[src/rtl/rrts_pkg.sv]
// ----------------------------------------------------------------------------
// rrts_pkg
// Shared types and constants for the round-robin task table scheduler:
// request and status codes, stream widths and the default table depth.
// ----------------------------------------------------------------------------
`default_nettype none

package rrts_pkg;

    // default number of task slots
    localparam int NUM_SLOTS_DEF = 16;

    // field widths fixed by the stream format
    localparam int REQ_W       = 2;
    localparam int SP_W        = 64;
    localparam int STATUS_W    = 2;
    localparam int SLOT_OUT_W  = 4;
    localparam int COUNT_OUT_W = 5;

    // stream widths
    localparam int IN_TDATA_W  = 64;
    localparam int IN_TUSER_W  = 2;
    localparam int OUT_TDATA_W = 80;
    localparam int OUT_TUSER_W = 2;
    localparam int OUT_PAD_W   = OUT_TDATA_W - SLOT_OUT_W - SP_W - COUNT_OUT_W - 1;

    // request kinds
    typedef enum logic [REQ_W-1:0] {
        REQ_CREATE = 2'd0,
        REQ_SWITCH = 2'd1,
        REQ_EXIT   = 2'd2
    } t_req;

    // result status codes
    typedef enum logic [STATUS_W-1:0] {
        STAT_OK       = 2'd0,
        STAT_FULL     = 2'd1,
        STAT_NOSWITCH = 2'd2
    } t_status;

endpackage

`default_nettype wire

[src/rtl/round_robin_task_table_scheduler.sv]
// ----------------------------------------------------------------------------
// round_robin_task_table_scheduler
// Task table with round-robin selection. Saved stack pointers sit in a
// one-port synchronous memory; slot liveness is kept as a bit per slot.
// ----------------------------------------------------------------------------
// Sequence: create, exit, unknown and inactive switch go straight to the hold state
// after the beat is taken; an active switch first scans one slot per cycle, visiting
// 1 to NUM_SLOTS slots up to its hit, then does one pointer read before the hold.
// Throughput: one request in flight; the next beat is taken once the result moves
// to the output register, where it may wait for the receiver.
// Reset: slot 0 running, live count 1, switching off; pointer memory not cleared.
`default_nettype none

module round_robin_task_table_scheduler #(
    parameter int NUM_SLOTS = rrts_pkg::NUM_SLOTS_DEF
) (
    input  wire logic                             i_clk,
    input  wire logic                             i_rst_n,
    // slave side
    input  wire logic                             i_s_axis_tvalid,
    output logic                                  o_s_axis_tready,
    // tdata: [63:0] stack_ptr_in
    input  wire logic [rrts_pkg::IN_TDATA_W-1:0]  i_s_axis_tdata,
    // tuser: [1:0] req_type
    input  wire logic [rrts_pkg::IN_TUSER_W-1:0]  i_s_axis_tuser,
    // master side
    output logic                                  o_m_axis_tvalid,
    input  wire logic                             i_m_axis_tready,
    // tdata: [3:0] slot_out, [67:4] stack_ptr_out, [72:68] live_count,
    //        [73] switching_on, [79:74] zero
    output logic [rrts_pkg::OUT_TDATA_W-1:0]      o_m_axis_tdata,
    // tuser: [1:0] status
    output logic [rrts_pkg::OUT_TUSER_W-1:0]      o_m_axis_tuser
);

    import rrts_pkg::*;

    localparam int SLOT_W = (NUM_SLOTS > 1) ? $clog2(NUM_SLOTS) : 1;
    localparam int CNT_W  = $clog2(NUM_SLOTS + 1);
    localparam logic [SLOT_W-1:0] LAST_SLOT = SLOT_W'(NUM_SLOTS - 1);
    localparam logic [CNT_W-1:0]  CNT_FULL  = CNT_W'(NUM_SLOTS);

    typedef enum logic [1:0] {
        S_IDLE,
        S_SCAN,
        S_READ,
        S_HOLD
    } t_state;

    t_state                r_state;
    logic [NUM_SLOTS-1:0]  r_live;
    logic [SLOT_W-1:0]     r_cur;
    logic [CNT_W-1:0]      r_count;
    logic [CNT_W-1:0]      r_next_free;
    logic                  r_enabled;
    logic [SLOT_W-1:0]     r_idx;
    logic [SLOT_W-1:0]     r_scan_cnt;
    logic [SP_W-1:0]       r_sp;

    // pending result
    t_status               r_pnd_status;
    logic [SLOT_W-1:0]     r_pnd_slot;
    logic [SP_W-1:0]       r_pnd_sp;

    // output register
    logic                  r_out_valid;
    logic [OUT_TDATA_W-1:0] r_out_data;
    logic [OUT_TUSER_W-1:0] r_out_user;

    // stack pointer memory
    logic [SP_W-1:0]       r_sp_mem [NUM_SLOTS];
    logic [SP_W-1:0]       r_rd_data;

    logic                  w_acc;
    t_req                  w_req;
    logic [SP_W-1:0]       w_sp_in;
    logic                  w_full;
    logic                  w_sw_off;
    logic [SLOT_W-1:0]     w_idx_next;
    logic [SLOT_W-1:0]     w_cur_next;
    logic [SLOT_W-1:0]     w_free_slot;
    logic                  w_mem_we;
    logic [SLOT_W-1:0]     w_mem_waddr;
    logic                  w_mem_re;
    logic                  w_out_free;
    logic [SLOT_W+SLOT_OUT_W-1:0] w_slot_wide;
    logic [CNT_W+COUNT_OUT_W-1:0] w_cnt_wide;

    // decode the incoming beat
    assign o_s_axis_tready = (r_state == S_IDLE);
    assign w_acc       = i_s_axis_tvalid && (r_state == S_IDLE);
    assign w_req       = t_req'(i_s_axis_tuser[REQ_W-1:0]);
    assign w_sp_in     = i_s_axis_tdata[SP_W-1:0];
    assign w_full      = (r_count >= CNT_FULL) || (r_next_free == CNT_FULL);
    assign w_sw_off    = !r_enabled || (r_count < CNT_W'(2));
    assign w_free_slot = r_next_free[SLOT_W-1:0];

    // cyclic successors
    assign w_idx_next = (r_idx == LAST_SLOT) ? '0 : r_idx + SLOT_W'(1);
    assign w_cur_next = (r_cur == LAST_SLOT) ? '0 : r_cur + SLOT_W'(1);

    // memory port control: write on accept, read when the scan hits
    assign w_mem_we    = w_acc && (((w_req == REQ_CREATE) && !w_full) ||
                                   ((w_req == REQ_SWITCH) && !w_sw_off));
    assign w_mem_waddr = (w_req == REQ_CREATE) ? w_free_slot : r_cur;
    assign w_mem_re    = (r_state == S_SCAN) && r_live[r_idx];

    assign w_out_free = !r_out_valid || i_m_axis_tready;

    // fit slot and count to the fixed output widths
    assign w_slot_wide = {{SLOT_OUT_W{1'b0}}, r_pnd_slot};
    assign w_cnt_wide  = {{COUNT_OUT_W{1'b0}}, r_count};

    // stack pointer memory, registered read
    always_ff @(posedge i_clk) begin
        if (w_mem_we) begin
            r_sp_mem[w_mem_waddr] <= w_sp_in;
        end
        if (w_mem_re) begin
            r_rd_data <= r_sp_mem[r_idx];
        end
    end

    // sequencer, task table and output register
    always_ff @(posedge i_clk) begin
        if (!i_rst_n) begin
            r_state     <= S_IDLE;
            r_live      <= NUM_SLOTS'(1);
            r_cur       <= '0;
            r_count     <= CNT_W'(1);
            r_next_free <= CNT_W'(1);
            r_enabled   <= 1'b0;
            r_out_valid <= 1'b0;
        end else begin
            // drop the output beat once taken
            if (r_out_valid && i_m_axis_tready) begin
                r_out_valid <= 1'b0;
            end

            case (r_state)
                S_IDLE: begin
                    if (w_acc) begin
                        r_sp         <= w_sp_in;
                        r_pnd_status <= STAT_OK;
                        r_pnd_slot   <= r_cur;
                        r_pnd_sp     <= '0;
                        r_state      <= S_HOLD;
                        case (w_req)
                            REQ_CREATE: begin
                                if (w_full) begin
                                    r_pnd_status <= STAT_FULL;
                                    r_pnd_slot   <= '0;
                                end else begin
                                    r_live[w_free_slot] <= 1'b1;
                                    r_next_free <= r_next_free + CNT_W'(1);
                                    r_count     <= r_count + CNT_W'(1);
                                    if (r_count >= CNT_W'(1)) begin
                                        r_enabled <= 1'b1;
                                    end
                                    r_pnd_slot <= w_free_slot;
                                end
                            end
                            REQ_SWITCH: begin
                                if (w_sw_off) begin
                                    r_pnd_status <= STAT_NOSWITCH;
                                    r_pnd_sp     <= w_sp_in;
                                end else begin
                                    // pointer saved via memory port; start scan
                                    r_idx      <= w_cur_next;
                                    r_scan_cnt <= '0;
                                    r_state    <= S_SCAN;
                                end
                            end
                            REQ_EXIT: begin
                                if (r_live[r_cur] && (r_count != '0)) begin
                                    r_live[r_cur] <= 1'b0;
                                    r_count       <= r_count - CNT_W'(1);
                                end
                            end
                            default: begin
                                // unknown request: report current slot only
                            end
                        endcase
                    end
                end

                S_SCAN: begin
                    // visit one slot a cycle, current slot last
                    if (r_live[r_idx]) begin
                        r_cur      <= r_idx;
                        r_pnd_slot <= r_idx;
                        r_state    <= S_READ;
                    end else if (r_scan_cnt == LAST_SLOT) begin
                        r_pnd_status <= STAT_NOSWITCH;
                        r_pnd_sp     <= r_sp;
                        r_state      <= S_HOLD;
                    end else begin
                        r_idx      <= w_idx_next;
                        r_scan_cnt <= r_scan_cnt + SLOT_W'(1);
                    end
                end

                S_READ: begin
                    // capture the restored pointer
                    r_pnd_sp <= r_rd_data;
                    r_state  <= S_HOLD;
                end

                S_HOLD: begin
                    // load the output register when it frees up
                    if (w_out_free) begin
                        r_out_valid <= 1'b1;
                        r_out_user  <= OUT_TUSER_W'(r_pnd_status);
                        r_out_data  <= {{OUT_PAD_W{1'b0}}, r_enabled,
                                        w_cnt_wide[COUNT_OUT_W-1:0], r_pnd_sp,
                                        w_slot_wide[SLOT_OUT_W-1:0]};
                        r_state     <= S_IDLE;
                    end
                end

                default: begin
                    r_state <= S_IDLE;
                end
            endcase
        end
    end

    assign o_m_axis_tvalid = r_out_valid;
    assign o_m_axis_tdata  = r_out_data;
    assign o_m_axis_tuser  = r_out_user;

    // live count tracks the live bits
    a_count_matches_live: assert property (@(posedge i_clk) disable iff (!i_rst_n)
        $countones(r_live) == int'(r_count))
        else $error("live count differs from number of live slots");

    // switching never turns off once on
    a_enabled_sticky: assert property (@(posedge i_clk) disable iff (!i_rst_n)
        r_enabled |=> r_enabled)
        else $error("switching flag cleared");

    // current task always lies in an allocated slot
    a_cur_allocated: assert property (@(posedge i_clk) disable iff (!i_rst_n)
        CNT_W'(r_cur) < r_next_free)
        else $error("current slot beyond allocated slots");

    // the slot chosen by the scan is live while its pointer is read
    a_read_live: assert property (@(posedge i_clk) disable iff (!i_rst_n)
        (r_state == S_READ) |-> r_live[r_cur])
        else $error("switched to a slot that is not live");

endmodule

`default_nettype wire
[config.mk]
export PLATFORM = sky130hd
export DESIGN_NAME = round_robin_task_table_scheduler
export DESIGN_NICKNAME = d
export VERILOG_FILES = /design/src/rtl/rrts_pkg.sv /design/src/rtl/round_robin_task_table_scheduler.sv
export SDC_FILE = /design/constraint.sdc
export NUM_CORES = 1
export LEC_CHECK = 0
export BUFFER_PORTS_ARGS = -buffer_cell sky130_fd_sc_hd__buf_2
export CAP_MARGIN = 20
export CORE_AREA = 2 2 372 282
export CTS_CLUSTER_SIZE = 25
export DETAILED_ROUTE_END_ITERATION = 6
export DIE_AREA = 0 0 374 284
export PLACE_DENSITY = 0.65
export SLEW_MARGIN = 20
export SYNTH_ARGS = -nofsm -noshare
export SYNTH_HDL_FRONTEND = slang
export SYNTH_SLANG_ARGS = --single-unit
[constraint.sdc]
create_clock -name i_clk -period 7.1 [get_ports i_clk]
set_clock_uncertainty 0.05 [all_clocks]
set_input_delay 0.71 -clock i_clk [delete_from_list [all_inputs] [get_ports i_clk]]
set_output_delay 0.71 -clock i_clk [all_outputs]
set_load 0.02 [all_outputs]
==> flow_metrics.py <==
metrics = {
    "routing": {
        "wl_um": 111000,
        "vias_per_cell": 6.13,
        "top_layer": "met5",
        "wire_per_inst_um": 28.6,
        "wl_met3_um": 8030,
        "drt-met1-wl_um": 48600,
        "drc": 0,
        "drt_first_pass_iters": 5,
        "drtIter0Drc": 2664,
        "wl_met2_um": 51700,
        "route.vias.total": 23800,
        "antenna_left": 0,
    },
    "clock_tree": {
        "cts_root_buf": "clkbuf_16",
        "clkTransAtPathRegs_ns": 0.07,
        "hold_buffers": 0,
        "cts_tree": "built",
        "clk_latency_ns": 0.72,
        "post_cts_buffers": 0,
        "cts_made_buffers": 121,
        "cts.repair.resized": 0,
        "clock-sinks": 1340,
        "clockBufferDepth": 3,
        "h-tree-depth": 3,
    },
    "timing": {
        "worst_slack_ns": 2.67,
        "slew_violations": 0,
        "fin_crit_sh": 0.624,
        "tightest_slew_ns": 1.19,
        "worst_hold_slack_ns": 0.286,
        "tns_ns": 0,
        "slew_headroom": 0.202,
        "fmax_ghz": 0.226,
        "finalHoldViolCount": 0,
        "setup_viol": 0,
        "period_needed_ns": 4.43,
        "rsz0062_at_grt": "no",
    },
    "placed_design": {
        "io_buffers": 147,
        "place_hpwl_um": 57900,
        "gp_congestion": 0.786,
        "dp_slack_ns": 2.68,
    },
    "power_and_ir_drop": {
        "combPwrFrac": 0.159,
        "p_leak_nw": 18.1,
        "power.density_mw_per_mm2": 324,
        "power.share.clock": 0.341,
        "totalPowerFinal_w": 0.0185,
        "p_seq_frac": 0.499,
        "p_int_w": 0.0139,
        "peakVddDrop_mv": 0.259,
        "power_switching_w": 0.00465,
        "swShare": 0.251,
    },
    "yosys": {
        "synthCells": 2226,
        "synthArstFlopShare": 0,
        "syn_area_sq_mm": 0.0508,
        "ys_ff_latch": 1340,
        "ys_types": 63,
        "postSynthAreaPerCell_sq_um": 22.8,
        "yosys_warnings": 0,
        "synth-edff-count": 1306,
        "synth_flop_cell": "edfxtp_1",
        "synth_seq_area_share": 0.785,
    },
    "critical_path": {
        "cp-start-kind": "flop",
        "cp.required_ns": 7.39,
        "end_kind": "flop",
        "arrival_ns": 4.72,
        "crit_fanout": 39,
        "r2r-start": "r_next_free[0]",
        "critPathKind": "reg2reg",
        "reg2reg_depth": 10,
        "crit_start": "r_next_free[0]",
    },
    "cells_and_area": {
        "multi_input_area_sq_mm": 0.0105,
        "area_growth_syn_to_layout_pct": 12.6,
        "nFillCells": 7486,
        "seq_area_sq_mm": 0.0399,
        "drive_above_1_share": 0.292,
        "final_nets": 2506,
    },
    "global_routing": {
        "grt-ovfl-total": 0,
        "antenna_found_initial": 6,
        "grt_max_degree": 159,
        "track_usage": 0.209,
        "grt_pass1_wl_um": 163000,
        "grt_pass1_vias": 23900,
    },
    "flow_run": {
        "cap_violations": 0,
    },
    "floorplanning": {
        "die-width_um": 374,
        "die_h_um": 284,
        "io_pins": 154,
        "floorplan.initialDensity": 0.496,
        "core_sq_mm": 0.102,
        "die_area_sq_mm": 0.106,
        "rows": 102,
    },
    "worst_hold_path": {
        "hold_path.class": "in2reg",
        "whs_path_depth": 4,
        "holdCritStartpoint": "i_m_axis_tready",
    },
    "run_status": {
        "outcome": "completed",
    },
}
critical path: stages (launching register included):
cell	delay, ns
dfxtp_1	0.52
inv_1	0.14
ha_1	0.26
nor4bb_4	0.19
nor2_1	0.21
nand2_1	0.10
a211oi_1	0.71
nand2_1	0.47
nor2_4	0.21
buf_4	0.41
buf_4	0.70
synth_stat cells (all sizes together) (7+ instances only):
cell type	count	share of area
o21ai	23	0.0023
a41o	8	0.0016
nand3	15	0.0015
buf	71	0.0071
a22o	128	0.022
nor2	41	0.0031
nor2b	8	0.00098
nand2	46	0.0034
a21oi	16	0.0016
mux4	325	0.14
clkbuf	64	0.0047
ha	19	0.0047
nor3	10	0.00098
dfxtp	34	0.013
inv	13	0.00096
mux2i	11	0.0024
edfxtp	1306	0.77
a31oi	7	0.00086
cell usage in the layout, fill, tap and decap left out, drive strengths merged, types with 4 or more instances in the layout:
cell	count
a31oi	7
xor2	5
ha	19
a21oi	16
edfxtp	1306
bufinv	8
mux4	325
and2	4
nand4	6
or3	4
buf	198
nand3	15
o21ai	23
or2	4
nor3	10
dfxtp	34
clkinv	66
or4	4
clkinvlp	7
nand2	46
conb	6
inv	17
nor2b	8
nor4	6
xnor2	4
o31ai	4
a22o	128
mux2i	11
nand2b	4
nor2	41
a41o	8
clkbuf	143
final timing paths:
kind	to	slack [ns]
min	o_m_axis_tvalid	0.29
max reg2reg	r_sp_mem[5][59]	2.67
max	r_sp_mem[5][59]	2.67
min reg2reg	o_m_axis_tdata[63]	0.37
layer usage:
| layer | global-route usage | vias up |
|---|---|---|
| met2 | 0.318 | 974 |
| met5 | 0 | - |
| met4 | 0.0540 | 2 |
| met1 | 0.314 | 12700 |
| met3 | 0.0404 | 166 |
| li1 | - | 9871 |
flip-flops by register name (all words and copies together) (netlist names), 5 cells and up:
| signal | flops |
|---|---|
| r_count | 5 |
| r_pnd_sp | 64 |
| r_next_free | 5 |
| r_sp_mem | 1024 |
| r_sp | 64 |
| r_rd_data | 64 |
| o_m_axis_tdata | 74 |
| r_live | 16 |
power by group through the flow:
stage	Combinational, W	Clock (W)	Sequential, W
after floorplan	0.00198	0	0.00945
after global placement	0.00293	0	0.00942
after detailed placement	0.00297	0	0.00943
after CTS	0.00298	0.00645	0.00926
after global routing	0.00317	0.00677	0.00928
final	0.00296	0.00633	0.00925
stage by stage:
step           instance area, sq um  instances   util
2_1_floorplan                 50800       2231      -
3_3_place_gp                  53200       3642  0.520
3_5_place_dp                  53300       3642  0.520
4_1_cts                       57100       3870  0.557
5_1_grt                       57200       3876  0.558
6_report                      57200       3877  0.558
kinds of logic after synthesis:
logic type | synth area share
DFF | 0.785
muxes | 0.147
AOI/OAI and AO/OA | 0.0328
other | 0.0000738
xor gates and xnor gates | 0.00155
and+or+nand+nor | 0.0159
buffers and inverters | 0.0128
adders and majority gates | 0.00468
cell type report:
class	count	share of cell area
Antenna cell	3	0.000131
Clock buffer	143	0.0555
Clock inverter	85	0.0118
Inverter	13	0.000918
Multi-Input combinational cell	743	0.183
Sequential cell	1340	0.697
Tap cell	1352	0.0296
Timing Repair Buffer	198	0.0215
(Power assumes the default switching activity.)
